### src/sv/first_fit_block_allocator_top_defines.svh
// Assertion macros for the first-fit block allocator.
`ifndef FIRST_FIT_BLOCK_ALLOCATOR_TOP_DEFINES_SVH
`define FIRST_FIT_BLOCK_ALLOCATOR_TOP_DEFINES_SVH

// same-cycle implication, checked out of reset
`define FFBA_ASSERT_IMPLY(label, clk, rst_n, ante, cons) \
    label: assert property (@(posedge clk) disable iff (!(rst_n)) (ante) |-> (cons)) \
        else $error("ffba: same-cycle check failed");

// next-cycle implication, checked out of reset
`define FFBA_ASSERT_NEXT(label, clk, rst_n, ante, cons) \
    label: assert property (@(posedge clk) disable iff (!(rst_n)) (ante) |=> (cons)) \
        else $error("ffba: next-cycle check failed");

`endif

### src/sv/ffba_pkg.sv
// Package: constants, codes and types of the first-fit block allocator.
`default_nettype none
package ffba_pkg;

    localparam int MAX_BLOCKS = 64;
    localparam int IDX_W      = (MAX_BLOCKS > 1) ? $clog2(MAX_BLOCKS) : 1;
    localparam int CNT_W      = $clog2(MAX_BLOCKS + 1);
    localparam logic [31:0] HEADER_BYTES = 32'd32;

    localparam logic ACT_ALLOC = 1'b0;
    localparam logic ACT_FREE  = 1'b1;

    localparam logic CFG_HEAP_START = 1'b0;
    localparam logic CFG_HEAP_END   = 1'b1;

    typedef logic [2:0] t_status;
    localparam t_status STAT_REUSED   = 3'd0;
    localparam t_status STAT_NEW      = 3'd1;
    localparam t_status STAT_ZERO     = 3'd2;
    localparam t_status STAT_NOSPACE  = 3'd3;
    localparam t_status STAT_FREED    = 3'd4;
    localparam t_status STAT_NOTFOUND = 3'd5;

    typedef struct packed {
        logic        used;
        logic [31:0] size;
        logic [31:0] base;
    } t_entry;

    typedef struct packed {
        logic [IDX_W-1:0] rd_addr;
        logic             wr_en;
        logic [IDX_W-1:0] wr_addr;
        t_entry           wr_entry;
    } t_mem_req;

endpackage
`default_nettype wire

### src/sv/ffba_table.sv
// Block table memory: one write port, one registered read port.
`default_nettype none
module ffba_table (
    input  wire logic                i_clk,
    input  wire ffba_pkg::t_mem_req  i_req,
    output ffba_pkg::t_entry         o_rd_entry
);

    ffba_pkg::t_entry r_mem [ffba_pkg::MAX_BLOCKS];
    ffba_pkg::t_entry r_rd_entry;

    always_ff @(posedge i_clk) begin
        if (i_req.wr_en) begin
            r_mem[i_req.wr_addr] <= i_req.wr_entry;
        end
        r_rd_entry <= r_mem[i_req.rd_addr];
    end

    assign o_rd_entry = r_rd_entry;

endmodule
`default_nettype wire

### config.mk
export PLATFORM = sky130hd
export DESIGN_NAME = ffba_table
export DESIGN_NICKNAME = d
export VERILOG_FILES = /design/src/sv/first_fit_block_allocator_top_defines.svh /design/src/sv/ffba_pkg.sv /design/src/sv/ffba_table.sv
export SDC_FILE = /design/constraint.sdc
export NUM_CORES = 2
export LEC_CHECK = 0
export BUFFER_PORTS_ARGS = -buffer_cell sky130_fd_sc_hd__buf_2
export CAP_MARGIN = 20
export CELL_PAD_IN_SITES_DETAIL_PLACEMENT = 1
export CELL_PAD_IN_SITES_GLOBAL_PLACEMENT = 1
export CORE_MARGIN = 1
export CORE_UTILIZATION = 57
export CTS_CLUSTER_DIAMETER = 30
export DETAILED_ROUTE_END_ITERATION = 8
export PLACE_DENSITY_LB_ADDON = 0.1
export SLEW_MARGIN = 30
export SYNTH_ARGS = -nofsm -noshare
export SYNTH_HDL_FRONTEND = slang
export SYNTH_MEMORY_MAX_BITS = 65536
export SYNTH_SLANG_ARGS = --single-unit
### constraint.sdc
create_clock -name i_clk -period 8.33 [get_ports i_clk]
set_input_delay 1.2495 -clock i_clk [delete_from_list [all_inputs] [get_ports i_clk]]
set_output_delay 1.2495 -clock i_clk [all_outputs]
set_load 0.01 [all_outputs]
==> impl_metrics.json <==
{
  "synth_cell_types": 27,
  "htree_levels": 6,
  "cts_sinks": 4225,
  "gp_congestion": 0.8005,
  "peakVddDrop_v": 0.0002371,
  "sw_frac_of_total": 0.2213,
  "viasPerCell": 6.982,
  "pwr-share-comb": 0.038,
  "track_usage": 0.3485,
  "clock_skew_ps": 67.39,
  "async_flop_share": 0,
  "ios": 144,
  "synth_seq_area_share": 0.7972,
  "cts.path.max_buffers": 4,
  "clk_latency_ps": 1070,
  "wl_per_cell_um": 41.57,
  "layout_commonest_cell": "edfxtp_1",
  "worst_hold_slack_ps": 698.2,
  "fp-row-count": 193,
  "status": "finished clean",
  "netSwitchingPower_mw": 12.27,
  "die_w_um": 529.0,
  "die_h_um": 529.0,
  "synthFlopType": "edfxtp_1",
  "synthCells": 6606,
  "yosysTopAreaCell": "edfxtp_1",
  "port_buffers": 143,
  "worst_pin_slew_ps": 1148,
  "netlist_area_um2": 158300,
  "power_density_nw_per_um2": 292.8,
  "grt_max_degree": 105,
  "criticalPathCategory": "input pin to flip-flop",
  "drv_slew": 0,
  "ant_nets": 0,
  "vias": 81140,
  "post_cts_buffers": 0,
  "cts_tree": "done",
  "synth_nets": 6685,
  "arrival_ps": 4530,
  "first_global_vias": 84540,
  "drt_iter0_drc": 11460,
  "p_int_mw": 43.16,
  "layout.nets": 7372,
  "drc_errors": 0,
  "avgSynthCellArea_um2": 23.97,
  "worstPathRequired_ps": 8980,
  "area_delta_synth_final_pct": 19.57,
  "root_buffer": "clkbuf_16",
  "start_util": 0.5731,
  "setup_tns_ps": 0,
  "clk_pin_slew_ps": 50,
  "rsz0062_at_grt": "no",
  "yosys_register_bits": 4225,
  "maxCapViolCount": 0,
  "hold_buffers": 0,
  "numCtsBuffers": 695,
  "worstPathMaxFanout": 31,
  "finalHoldViolCount": 0,
  "setup_violations": 0,
  "netlist_top_cells_area": "edfxtp_1, mux4_2, a22oi_1",
  "synth_edf_count": 4160,
  "place.detailed.hpwl_um": 249200,
  "crit_path_start_kind": "input pin",
  "grt.overflow.total": 0,
  "hp-class": "input pin to flip-flop",
  "drt-total-wl_um": 483000,
  "clockPowerShare": 0.534,
  "finalCritPeriodShare": 0.4656,
  "max_freq_mhz": 257.8,
  "layout-drive-gt1-share": 0.3356,
  "synth_top_area_frac": 0.7890,
  "setup.worst_path.end_class": "flip-flop",
  "dr.pass1.iters": 5,
  "cts_resized": 0,
  "final_cell_mix": "edfxtp_1, mux4_2, clkbuf_16",
  "p_leak_nw": 60.57,
  "p_seq_frac": 0.428,
  "fillerInstances": 20720,
  "grt_pass1_wl_um": 666700,
  "fin_crit_ps": 3879,
  "core_area_um2": 276300,
  "antenna_found_initial": 37,
  "max-slew-margin-rel": 0.2348,
  "ys_warn_count": 0,
  "dieArea_um2": 279900
}
==> final cells by class <==
| class | count | area (um2) | area share |
|---|---|---|---|
| flip-flops and latches | 4225 | 126200 | 0.6667 |
| multi-input cells | 2004 | 30760 | 0.1625 |
| clock buffers | 789 | 18030 | 0.09524 |
| clock inverters | 511 | 6312 | 0.03334 |
| well taps | 3705 | 4636 | 0.02449 |
| repair buffers | 367 | 3304 | 0.01745 |
| diodes | 20 | 50.05 | 0.0002644 |
==> state kept, by name (all words and copies together) (netlist names) <==
name	flops
r_mem	4160
o_rd_entry	65
==> cells in the mapped netlist, types with 37 or more instances <==
library cell     n
a211oi_1        65
a22oi_1        260
buf_2          186
buf_4           37
clkbuf_1       120
dfxtp_1         65
edfxtp_1      4160
mux2i_1        103
mux4_2        1040
nand3_1        115
nor2_1         112
o211a_1         65
o221ai_1        46
o22ai_1        130
==> layer usage <==
| layer | GRT usage | part of all wire | up-vias |
|---|---|---|---|
| met5 | 0 | 0.00017 | - |
| met4 | 0.1531 | 0.046 | 14 |
| met3 | 0.07121 | 0.10 | 1062 |
| met2 | 0.5552 | 0.49 | 5586 |
| met1 | 0.4724 | 0.37 | 44070 |
| li1 | - | - | 30410 |
==> cell families after synthesis <==
logic type             Yosys count  synth area share
AOI/OAI and AO/OA              566           0.02720
buffers and inverters          377           0.01204
DFF                           4225            0.7972
muxes                         1143            0.1544
and+or+nand+nor                295          0.009111
==> worst max-delay path: stages <==
cell and delay [ps]:
buf_2 300, nand4_1 730, nor2_4 750, buf_4 650, buf_4 740
==> stage by stage <==
step                total power, mW  cells  utilization  cell area [um2]  setup slack, ps
floorplan                     25.14   6606            -           158300             1574
global placement              26.12  10280       0.5944           164200             3421
detailed placement            26.20  10300       0.5961           164700             3502
CTS                           55.61  11600       0.6842           189000             4529
global route                  56.49  11620       0.6853           189300             4442
finish                        55.43  11620       0.6853           189300             4451
==> power by group through the flow <==
stage | clock network [mW] | registers [mW] | logic [mW]
after floorplan | 0 | 24.1 | 1.09
after global placement | 0 | 24.1 | 2.01
after detailed placement | 0 | 24.1 | 2.08
after CTS | 29.8 | 23.7 | 2.11
after global routing | 30.6 | 23.7 | 2.19
final | 29.6 | 23.7 | 2.10
==> path summary, 6_finish.rpt <==
check,startpoint,to,slack (ps),depth (start not counted)
worst min-delay path,i_req[63],r_mem[14][63],700,1
worst max-delay path,i_req[67],r_mem[31][0],4450,5
worst min register to register,r_mem[52][51],o_rd_entry[51],830,4
worst max register to register,r_mem[39][28],o_rd_entry[28],6200,4
Note: power is estimated with default switching activity, not from simulation.
