[src/sv/first_fit_block_allocator_top_defines.svh]
// Assertion macros for the first-fit block allocator.
`ifndef FIRST_FIT_BLOCK_ALLOCATOR_TOP_DEFINES_SVH
`define FIRST_FIT_BLOCK_ALLOCATOR_TOP_DEFINES_SVH

// same-cycle implication, checked out of reset
`define FFBA_ASSERT_IMPLY(label, clk, rst_n, ante, cons) \
    label: assert property (@(posedge clk) disable iff (!(rst_n)) (ante) |-> (cons)) \
        else $error("ffba: same-cycle check failed");

// next-cycle implication, checked out of reset
`define FFBA_ASSERT_NEXT(label, clk, rst_n, ante, cons) \
    label: assert property (@(posedge clk) disable iff (!(rst_n)) (ante) |=> (cons)) \
        else $error("ffba: next-cycle check failed");

`endif

[src/sv/ffba_pkg.sv]
// Package: constants, codes and types of the first-fit block allocator.
`default_nettype none
package ffba_pkg;

    localparam int MAX_BLOCKS = 64;
    localparam int IDX_W      = (MAX_BLOCKS > 1) ? $clog2(MAX_BLOCKS) : 1;
    localparam int CNT_W      = $clog2(MAX_BLOCKS + 1);
    localparam logic [31:0] HEADER_BYTES = 32'd32;

    localparam logic ACT_ALLOC = 1'b0;
    localparam logic ACT_FREE  = 1'b1;

    localparam logic CFG_HEAP_START = 1'b0;
    localparam logic CFG_HEAP_END   = 1'b1;

    typedef logic [2:0] t_status;
    localparam t_status STAT_REUSED   = 3'd0;
    localparam t_status STAT_NEW      = 3'd1;
    localparam t_status STAT_ZERO     = 3'd2;
    localparam t_status STAT_NOSPACE  = 3'd3;
    localparam t_status STAT_FREED    = 3'd4;
    localparam t_status STAT_NOTFOUND = 3'd5;

    typedef struct packed {
        logic        used;
        logic [31:0] size;
        logic [31:0] base;
    } t_entry;

    typedef struct packed {
        logic [IDX_W-1:0] rd_addr;
        logic             wr_en;
        logic [IDX_W-1:0] wr_addr;
        t_entry           wr_entry;
    } t_mem_req;

endpackage
`default_nettype wire

[src/sv/ffba_in_if.sv]
// Request channel: allocate or free word.
`default_nettype none
interface ffba_in_if;
    logic        valid;
    logic        ready;
    logic        action;
    logic [15:0] elem_bytes;
    logic [15:0] elem_count;
    logic [31:0] free_address;

    modport source (output valid, output action, output elem_bytes, output elem_count,
                    output free_address, input ready);
    modport sink   (input valid, input action, input elem_bytes, input elem_count,
                    input free_address, output ready);
endinterface
`default_nettype wire

[src/sv/ffba_out_if.sv]
// Response channel: data address and status word.
`default_nettype none
interface ffba_out_if;
    logic        valid;
    logic        ready;
    logic [31:0] data_address;
    logic [2:0]  status;

    modport source (output valid, output data_address, output status, input ready);
    modport sink   (input valid, input data_address, input status, output ready);
endinterface
`default_nettype wire

[src/sv/ffba_ctrl.sv]
// Sequencer: setup, table scan, append, response hold and configuration registers.
`default_nettype none
`include "first_fit_block_allocator_top_defines.svh"
module ffba_ctrl (
    input  wire logic                  i_clk,
    input  wire logic                  i_rst_n,
    ffba_in_if.sink                    i_req,
    ffba_out_if.source                 o_rsp,
    input  wire logic                  i_cfg_we,
    input  wire logic                  i_cfg_idx,
    input  wire logic [31:0]           i_cfg_data,
    output ffba_pkg::t_mem_req         o_mem,
    input  wire ffba_pkg::t_entry      i_rd_entry
);

    localparam logic [2:0] S_IDLE   = 3'd0;
    localparam logic [2:0] S_SETUP  = 3'd1;
    localparam logic [2:0] S_SCAN   = 3'd2;
    localparam logic [2:0] S_APPEND = 3'd3;
    localparam logic [2:0] S_DONE   = 3'd4;

    logic [2:0]                  r_state, n_state;
    logic                        r_action;
    logic [31:0]                 r_want;
    logic [32:0]                 r_want_hdr;
    logic [31:0]                 r_addr;
    logic [ffba_pkg::CNT_W-1:0]  r_idx, n_idx;
    logic [ffba_pkg::CNT_W-1:0]  r_count, n_count;
    logic [31:0]                 r_break, n_break;
    logic [31:0]                 r_heap_start;
    logic [31:0]                 r_heap_end;
    logic [31:0]                 r_res_addr, n_res_addr;
    ffba_pkg::t_status           r_res_stat, n_res_stat;
    logic                        r_out_valid;
    logic [31:0]                 r_out_addr;
    ffba_pkg::t_status           r_out_stat;

    logic [ffba_pkg::CNT_W-1:0]  idx_next;
    logic                        hit;
    logic [33:0]                 new_break;
    logic                        out_load;

    assign idx_next  = ffba_pkg::CNT_W'(r_idx + 1'b1);
    assign hit       = (r_action == ffba_pkg::ACT_ALLOC)
                       ? (!i_rd_entry.used && (i_rd_entry.size >= r_want))
                       : ((i_rd_entry.base + ffba_pkg::HEADER_BYTES) == r_addr);
    assign new_break = {2'b00, r_break} + {1'b0, r_want_hdr};
    assign out_load  = (r_state == S_DONE) && (!r_out_valid || o_rsp.ready);

    assign i_req.ready        = (r_state == S_IDLE);
    assign o_rsp.valid        = r_out_valid;
    assign o_rsp.data_address = r_out_addr;
    assign o_rsp.status       = r_out_stat;

    always_comb begin
        n_state    = r_state;
        n_idx      = r_idx;
        n_count    = r_count;
        n_break    = r_break;
        n_res_addr = r_res_addr;
        n_res_stat = r_res_stat;
        o_mem.rd_addr  = idx_next[ffba_pkg::IDX_W-1:0];
        o_mem.wr_en    = 1'b0;
        o_mem.wr_addr  = r_idx[ffba_pkg::IDX_W-1:0];
        o_mem.wr_entry = i_rd_entry;
        unique case (r_state)
            S_IDLE: begin
                if (i_req.valid) begin
                    n_state = S_SETUP;
                end
            end
            S_SETUP: begin
                o_mem.rd_addr = '0;
                n_idx         = '0;
                n_res_addr    = '0;
                if (r_action == ffba_pkg::ACT_ALLOC && r_want == '0) begin
                    n_res_stat = ffba_pkg::STAT_ZERO;
                    n_state    = S_DONE;
                end else if (r_action == ffba_pkg::ACT_FREE && r_addr == '0) begin
                    n_res_stat = ffba_pkg::STAT_NOTFOUND;
                    n_state    = S_DONE;
                end else if (r_count == '0) begin
                    n_res_stat = ffba_pkg::STAT_NOTFOUND;
                    n_state    = (r_action == ffba_pkg::ACT_ALLOC) ? S_APPEND : S_DONE;
                end else begin
                    n_state = S_SCAN;
                end
            end
            S_SCAN: begin
                if (hit) begin
                    o_mem.wr_en         = 1'b1;
                    o_mem.wr_entry.used = (r_action == ffba_pkg::ACT_ALLOC);
                    if (r_action == ffba_pkg::ACT_ALLOC) begin
                        n_res_addr = i_rd_entry.base + ffba_pkg::HEADER_BYTES;
                        n_res_stat = ffba_pkg::STAT_REUSED;
                    end else begin
                        n_res_stat = ffba_pkg::STAT_FREED;
                    end
                    n_state = S_DONE;
                end else if (idx_next == r_count) begin
                    n_res_stat = ffba_pkg::STAT_NOTFOUND;
                    n_state    = (r_action == ffba_pkg::ACT_ALLOC) ? S_APPEND : S_DONE;
                end else begin
                    n_idx = idx_next;
                end
            end
            S_APPEND: begin
                o_mem.wr_addr = r_count[ffba_pkg::IDX_W-1:0];
                if (r_count == ffba_pkg::CNT_W'(ffba_pkg::MAX_BLOCKS)
                        || new_break > {2'b00, r_heap_end}) begin
                    n_res_stat = ffba_pkg::STAT_NOSPACE;
                end else begin
                    o_mem.wr_en          = 1'b1;
                    o_mem.wr_entry.used  = 1'b1;
                    o_mem.wr_entry.size  = r_want;
                    o_mem.wr_entry.base  = r_break;
                    n_count    = ffba_pkg::CNT_W'(r_count + 1'b1);
                    n_break    = new_break[31:0];
                    n_res_addr = r_break + ffba_pkg::HEADER_BYTES;
                    n_res_stat = ffba_pkg::STAT_NEW;
                end
                n_state = S_DONE;
            end
            S_DONE: begin
                if (out_load) begin
                    n_state = S_IDLE;
                end
            end
            default: begin
                n_state = S_IDLE;
            end
        endcase
        if (i_cfg_we && i_cfg_idx == ffba_pkg::CFG_HEAP_START && r_count == '0) begin
            n_break = i_cfg_data;
        end
    end

    always_ff @(posedge i_clk) begin
        if (!i_rst_n) begin
            r_state      <= S_IDLE;
            r_count      <= '0;
            r_break      <= '0;
            r_heap_start <= '0;
            r_heap_end   <= '1;
            r_out_valid  <= 1'b0;
        end else begin
            r_state <= n_state;
            r_count <= n_count;
            r_break <= n_break;
            if (i_cfg_we) begin
                unique case (i_cfg_idx)
                    ffba_pkg::CFG_HEAP_START: r_heap_start <= i_cfg_data;
                    ffba_pkg::CFG_HEAP_END:   r_heap_end   <= i_cfg_data;
                    default: ;
                endcase
            end
            if (out_load) begin
                r_out_valid <= 1'b1;
            end else if (o_rsp.ready) begin
                r_out_valid <= 1'b0;
            end
        end
    end

    always_ff @(posedge i_clk) begin
        if (i_req.valid && i_req.ready) begin
            r_action <= i_req.action;
            r_want   <= {16'd0, i_req.elem_bytes} * {16'd0, i_req.elem_count};
            r_addr   <= i_req.free_address;
        end
        if (r_state == S_SETUP) begin
            r_want_hdr <= {1'b0, r_want} + {1'b0, ffba_pkg::HEADER_BYTES};
        end
        r_idx      <= n_idx;
        r_res_addr <= n_res_addr;
        r_res_stat <= n_res_stat;
        if (out_load) begin
            r_out_addr <= r_res_addr;
            r_out_stat <= r_res_stat;
        end
    end

    `FFBA_ASSERT_IMPLY(a_wr_state, i_clk, i_rst_n, o_mem.wr_en,
        r_state == S_SCAN || r_state == S_APPEND)
    `FFBA_ASSERT_IMPLY(a_count_max, i_clk, i_rst_n, 1'b1,
        r_count <= ffba_pkg::CNT_W'(ffba_pkg::MAX_BLOCKS))
    `FFBA_ASSERT_IMPLY(a_scan_range, i_clk, i_rst_n, r_state == S_SCAN, r_idx < r_count)
    `FFBA_ASSERT_NEXT(a_append_count, i_clk, i_rst_n, o_mem.wr_en && r_state == S_APPEND,
        r_count == ffba_pkg::CNT_W'($past(r_count) + 1'b1))
    `FFBA_ASSERT_NEXT(a_done_loads, i_clk, i_rst_n, out_load, r_out_valid)

endmodule
`default_nettype wire

[src/flat_wrapper.sv]
// flat-port wrapper written by rule: the top's interface ports become plain ports
module ffba_ctrl_flat 
  (i_clk, i_rst_n, i_cfg_we, i_cfg_idx, i_cfg_data, o_mem, i_rd_entry, i_req_valid, i_req_action, i_req_elem_bytes, i_req_elem_count, i_req_free_address, i_req_ready, o_rsp_valid, o_rsp_data_address, o_rsp_status, o_rsp_ready);
  ffba_in_if i_req_i ();
  ffba_out_if o_rsp_i ();
  input  wire logic i_clk;
  input  wire logic i_rst_n;
  input  wire logic i_cfg_we;
  input  wire logic i_cfg_idx;
  input  wire logic [31:0] i_cfg_data;
  output ffba_pkg::t_mem_req o_mem;
  input  wire ffba_pkg::t_entry i_rd_entry;
  input wire logic [$bits(i_req_i.valid)-1:0] i_req_valid;
  input wire logic [$bits(i_req_i.action)-1:0] i_req_action;
  input wire logic [$bits(i_req_i.elem_bytes)-1:0] i_req_elem_bytes;
  input wire logic [$bits(i_req_i.elem_count)-1:0] i_req_elem_count;
  input wire logic [$bits(i_req_i.free_address)-1:0] i_req_free_address;
  output wire logic [$bits(i_req_i.ready)-1:0] i_req_ready;
  output wire logic [$bits(o_rsp_i.valid)-1:0] o_rsp_valid;
  output wire logic [$bits(o_rsp_i.data_address)-1:0] o_rsp_data_address;
  output wire logic [$bits(o_rsp_i.status)-1:0] o_rsp_status;
  input wire logic [$bits(o_rsp_i.ready)-1:0] o_rsp_ready;
  assign i_req_i.valid = i_req_valid;
  assign i_req_i.action = i_req_action;
  assign i_req_i.elem_bytes = i_req_elem_bytes;
  assign i_req_i.elem_count = i_req_elem_count;
  assign i_req_i.free_address = i_req_free_address;
  assign i_req_ready = i_req_i.ready;
  assign o_rsp_valid = o_rsp_i.valid;
  assign o_rsp_data_address = o_rsp_i.data_address;
  assign o_rsp_status = o_rsp_i.status;
  assign o_rsp_i.ready = o_rsp_ready;
  ffba_ctrl u_core (.i_clk(i_clk), .i_rst_n(i_rst_n), .i_req(i_req_i), .o_rsp(o_rsp_i), .i_cfg_we(i_cfg_we), .i_cfg_idx(i_cfg_idx), .i_cfg_data(i_cfg_data), .o_mem(o_mem), .i_rd_entry(i_rd_entry));
endmodule
[config.mk]
export PLATFORM = sky130hd
export DESIGN_NAME = ffba_ctrl_flat
export DESIGN_NICKNAME = d
export VERILOG_FILES = /design/src/sv/ffba_pkg.sv /design/src/sv/ffba_in_if.sv /design/src/sv/ffba_out_if.sv /design/src/sv/ffba_ctrl.sv /design/src/flat_wrapper.sv
export VERILOG_INCLUDE_DIRS = /design/src /design/src/sv
export SDC_FILE = /design/constraint.sdc
export NUM_CORES = 1
export LEC_CHECK = 0
export ABC_AREA = 1
export BUFFER_PORTS_ARGS = -buffer_cell sky130_fd_sc_hd__buf_2
export CAP_MARGIN = 25
export CORE_MARGIN = 2
export CORE_UTILIZATION = 35
export CTS_BUF_LIST = sky130_fd_sc_hd__clkbuf_8
export CTS_CLUSTER_SIZE = 8
export DETAILED_ROUTE_END_ITERATION = 10
export HOLD_SLACK_MARGIN = 0.08
export PLACE_DENSITY = 0.62
export SETUP_SLACK_MARGIN = 0.4
export SLEW_MARGIN = 20
export SYNTH_ARGS = -nofsm -noshare
export SYNTH_HDL_FRONTEND = slang
export SYNTH_SLANG_ARGS = --single-unit
[constraint.sdc]
create_clock -name i_clk -period 19.09 [get_ports i_clk]
set_input_delay 2.8635 -clock i_clk [delete_from_list [all_inputs] [get_ports i_clk]]
set_output_delay 2.8635 -clock i_clk [all_outputs]
set_load 0.1 [all_outputs]
==> impl_results.md <==
- Max-cap violations: 0
- Total setup violations reported at the end of the flow: 0
- Gate family responsible for the most delay along the worst path: simple AND/OR/NAND/NOR gates
- Gate count after technology mapping: 3200
- Final Hold Violating Endpoints: 0
- Synth Cell Area: 24700 um2
- Clock tree from TritonCTS: yes
- Die area: 72800 um2
- Launch instance of the worst register-to-register path: u_core.r_break[0]$_SDFFE_PN0P_
- Cts bufs inserted: around 40
- Result of the run: completed
- CP most frequent cell: sky130_fd_sc_hd__nand2_1
- Hold Crit Endpoint: u_core.o_rsp.data_address[0]$_DFFE_PP_
- Clock latency of the later-clocked register in the worst-skew pair: 580 ps
- Antenna violations before repair: 5
- Mean instance size in the synthesized netlist: ~7.7 um2
- Nets: approximately 4000
- Lkg Pwr: between 10 and 15 nW
- Time the final worst path needs with I/O delays and setup: between 9000 and 10000 ps
- Die Ht: around 270 um
- Synth-to-Final Area Change: 12.2%
- Total global routing track utilization: 21.0%
- Synthesized Nets: 3769
- Count of yosys warnings during synthesis: 0
- RSZ-0062 raised after global routing: no
- Pin count of the biggest net entering global routing: between 70 and 80
- Clk Tree Root Cell: sky130_fd_sc_hd__clkbuf_8
- Post-detailed-route DRC marker count: 0
- R2R depth: 26
- Proportion of synthesized chip area in sequential cells: a little over a quarter
- Deepest clock path buffer count: 3
- FF-to-FF End: u_core.r_break[0]$_SDFFE_PN0P_
- Worst path slowest cell: sky130_fd_sc_hd__inv_1
- Setup crit start kind: flip-flop
- Worst hold path startpoint: u_core.r_res_addr[0]$_DFFE_PP_
- First-pass DRT Iterations: 6
- CORE AREA: roughly 70000 um2
- Largest fanout on the critical path: 78
- Total number of vias: roughly 21000
- Tcrit/Tclk final: 50.8%
- Number of flops mapped to enable cells by yosys: ~180
- Total routed wirelength: 77500 um
- Final Wtd Congestion: a little under 1
- Post-detailed-route count of antenna-violating nets: 0
- Violation count after the first detailed-routing iteration: ~1600
- Power per cell area: between 150 and 200 nW/um2
- Clock sink count: between 200 and 300
- Slew at the pin closest to its max-slew limit: around 900 ps
- Number of global-route vias before repair: 21200
- Arrival time worst endpoint: approximately 6800 ps
- Mean number of vias per cell: roughly 4.9
- Maximum vdd ir drop: 0.000165 V
- Final worst-path setup slack: 9390 ps
- Capturing element type of the critical path: primary output
- Number of I/O pins: between 200 and 300
- Count of state elements after synthesis: 250
- Pre-CTS setup slack: between 9000 and 10000 ps
- Min Hold Slack: ~420 ps
- Share of synthesized registers carrying an async set or reset: 0%
- Global route overflow: 0
- Slew Viols, Final: 0
- Max Freq: between 0.1 and 0.15 GHz
- Setup total negative slack: 0 ps
- Kind of critical path: flip-flop to primary output
- Worst hold path cell count: 0
- Initial Util: 35.3%
- Half-perimeter wire length after detailed placement: roughly 63000 um
- Post-synth cell types: 50
- Timing startpoint of the critical path: u_core.r_break[0]$_SDFFE_PN0P_
- Fraction of final layout cells sized beyond drive strength 1: 11.6%
- Buffers & Inverters on Critical Path: 4
- Num rows: 97
- Maximum level of the CTS H-tree: 2
- Post-CTS setup buffer count: 0
- CTS Hold Bufs: 0
- Wire length per cell after detailed routing: around 18 um
- Stage delay of the slowest cell on the critical path: between 800 and 900 ps
- Register-to-register setup slack: around 13000 ps
- Wire length of the first global-routing pass: roughly 120000 um
- Required time of the critical path: between 15000 and 20000 ps
- Resize count post-CTS: 0
- Class of the tightest hold or removal check: flip-flop to flip-flop
- Clock slew seen by the registers of the worst setup and hold paths: 60 ps
- Die width: approximately 270 um
- Setup clock skew after layout: 28.0 ps
- Most used DFF post-synth: sky130_fd_sc_hd__edfxtp_1
- Headroom to the max-slew limit: a little under 40%
- Count of buffers inserted at the top-level ports: ~280
[metal layers]
metal | up-vias | share of wire [%] | global-route usage (%)
met4 | 6 | 4.2 | 8.70
met3 | 142 | 6.8 | 3.81
li1 | 10600 | - | -
met1 | 10100 | 43 | 27.3
met2 | 697 | 46 | 34.4
met5 | - | 0.046 | 0
[logic make-up after synthesis]
group	count (synthesis)	synth area share (%)
flops	250	27.3
buf+inv	738	11.5
compound gates	409	9.30
simple gates	1294	21.8
fa+ha+maj	401	26.2
xor+xnor	108	3.82
[synthesized netlist by cell type (6+ instances only)]
library cell,number,share of area (%)
sky130_fd_sc_hd__nand2_1,848,13
sky130_fd_sc_hd__inv_1,612,9.3
sky130_fd_sc_hd__ha_1,206,10
sky130_fd_sc_hd__fa_1,195,16
sky130_fd_sc_hd__edfxtp_1,175,21
sky130_fd_sc_hd__nor2_1,173,2.6
sky130_fd_sc_hd__a21oi_1,143,2.9
sky130_fd_sc_hd__nand3_1,139,2.8
sky130_fd_sc_hd__o21ai_0,114,2.3
sky130_fd_sc_hd__clkbuf_1,99,1.5
sky130_fd_sc_hd__xor2_1,82,2.9
sky130_fd_sc_hd__dfxtp_1,75,6.1
sky130_fd_sc_hd__o21ai_1,50,1.0
sky130_fd_sc_hd__o211ai_1,37,1.1
sky130_fd_sc_hd__nor3_1,36,0.73
sky130_fd_sc_hd__nand4_1,29,0.73
sky130_fd_sc_hd__xnor2_1,26,0.92
sky130_fd_sc_hd__nor4_1,21,0.53
sky130_fd_sc_hd__o22ai_1,16,0.40
sky130_fd_sc_hd__buf_2,9,0.18
sky130_fd_sc_hd__o21a_1,8,0.24
sky130_fd_sc_hd__o21bai_1,8,0.24
sky130_fd_sc_hd__a21o_1,7,0.21
sky130_fd_sc_hd__buf_6,7,0.32
sky130_fd_sc_hd__nand3b_1,7,0.21
sky130_fd_sc_hd__nor3_2,7,0.28
sky130_fd_sc_hd__or2_2,7,0.18
sky130_fd_sc_hd__nand2_2,6,0.15
sky130_fd_sc_hd__nor2_2,6,0.15
[power breakdown]
part / leakage [nW] / switching, mW / internal [mW] / total [mW]
registers: 2.26 / 0.116 / 0.894 / 1.01
clock network: 0.477 / 0.222 / 0.246 / 0.468
logic: 11.5 / 2.00 / 0.977 / 2.98
total: 14.2 / 2.34 / 2.12 / 4.46
[state kept, by name, summed over array words and instances (netlist names), 7 cells and up]
signal and count:
u_core.r_count 7, u_core.o_rsp.data_address 32, u_core.r_res_addr 32, u_core.r_idx 7, u_core.r_break 32, u_core.r_want_hdr 33, u_core.r_want 32, u_core.r_addr 32
u_core.r_heap_end 32
[layout by cell type (no fill, tap or decap), types with 6 or more instances in the layout]
cell type                    n
sky130_fd_sc_hd__a21o_1      7
sky130_fd_sc_hd__nor3_2      8
sky130_fd_sc_hd__o21a_1      8
sky130_fd_sc_hd__inv_1     631
sky130_fd_sc_hd__xor2_1     82
sky130_fd_sc_hd__edfxtp_1  175
sky130_fd_sc_hd__a21oi_1   143
sky130_fd_sc_hd__ha_1      206
sky130_fd_sc_hd__nand2_1   848
sky130_fd_sc_hd__o21ai_0   114
sky130_fd_sc_hd__nor2_2      7
sky130_fd_sc_hd__clkbuf_8   49
sky130_fd_sc_hd__dfxtp_1    75
sky130_fd_sc_hd__nand2_2     6
sky130_fd_sc_hd__fa_1      195
sky130_fd_sc_hd__nand3b_1    7
sky130_fd_sc_hd__nor3_1     35
sky130_fd_sc_hd__nand3_1   138
sky130_fd_sc_hd__buf_4      14
sky130_fd_sc_hd__nor4_1     20
sky130_fd_sc_hd__o21bai_1    8
sky130_fd_sc_hd__o211ai_1   37
sky130_fd_sc_hd__or2_2       7
sky130_fd_sc_hd__o22ai_1    16
sky130_fd_sc_hd__xnor2_1    26
sky130_fd_sc_hd__nand4_1    29
sky130_fd_sc_hd__nor2_1    171
sky130_fd_sc_hd__buf_2     282
sky130_fd_sc_hd__o21ai_1    50
[final cells by class]
| cell class | instances | area [um2] |
|---|---|---|
| inverters | 618 | 2320 |
| fillers | 7330 | 42300 |
| well taps | 940 | 1180 |
| clock inverters | 25 | 130 |
| flip-flops and latches | 250 | 6760 |
| repair buffers | 296 | 1520 |
| diodes | 1 | 2.50 |
| clock buffers | 49 | 674 |
| multi-input cells | 2212 | 15200 |
[per-stage QoR]
stage	cell area, um2	instances	power, mW	util (%)
floorplan	24700	3200	3.26	-
global placement	26900	4316	3.99	38.5
detailed placement	26900	4316	4.00	38.5
CTS	27700	4390	4.49	39.6
global route	27700	4391	4.91	39.6
finish	27700	4391	4.46	39.6
[worst max-delay path by stage]
stage                                       end  slack, ps  cells past startpoint
finish                                 o_mem[0]       9390                     29
CTS                                    o_mem[0]       9370                     29
global placement                       o_mem[0]      10090                     22
detailed placement                     o_mem[0]      10000                     29
floorplan           u_core.r_want[30]$_DFFE_PP_      10780                     22
global route                           o_mem[0]       8830                     25
No activity file was read; power rests on OpenSTA's default activity.
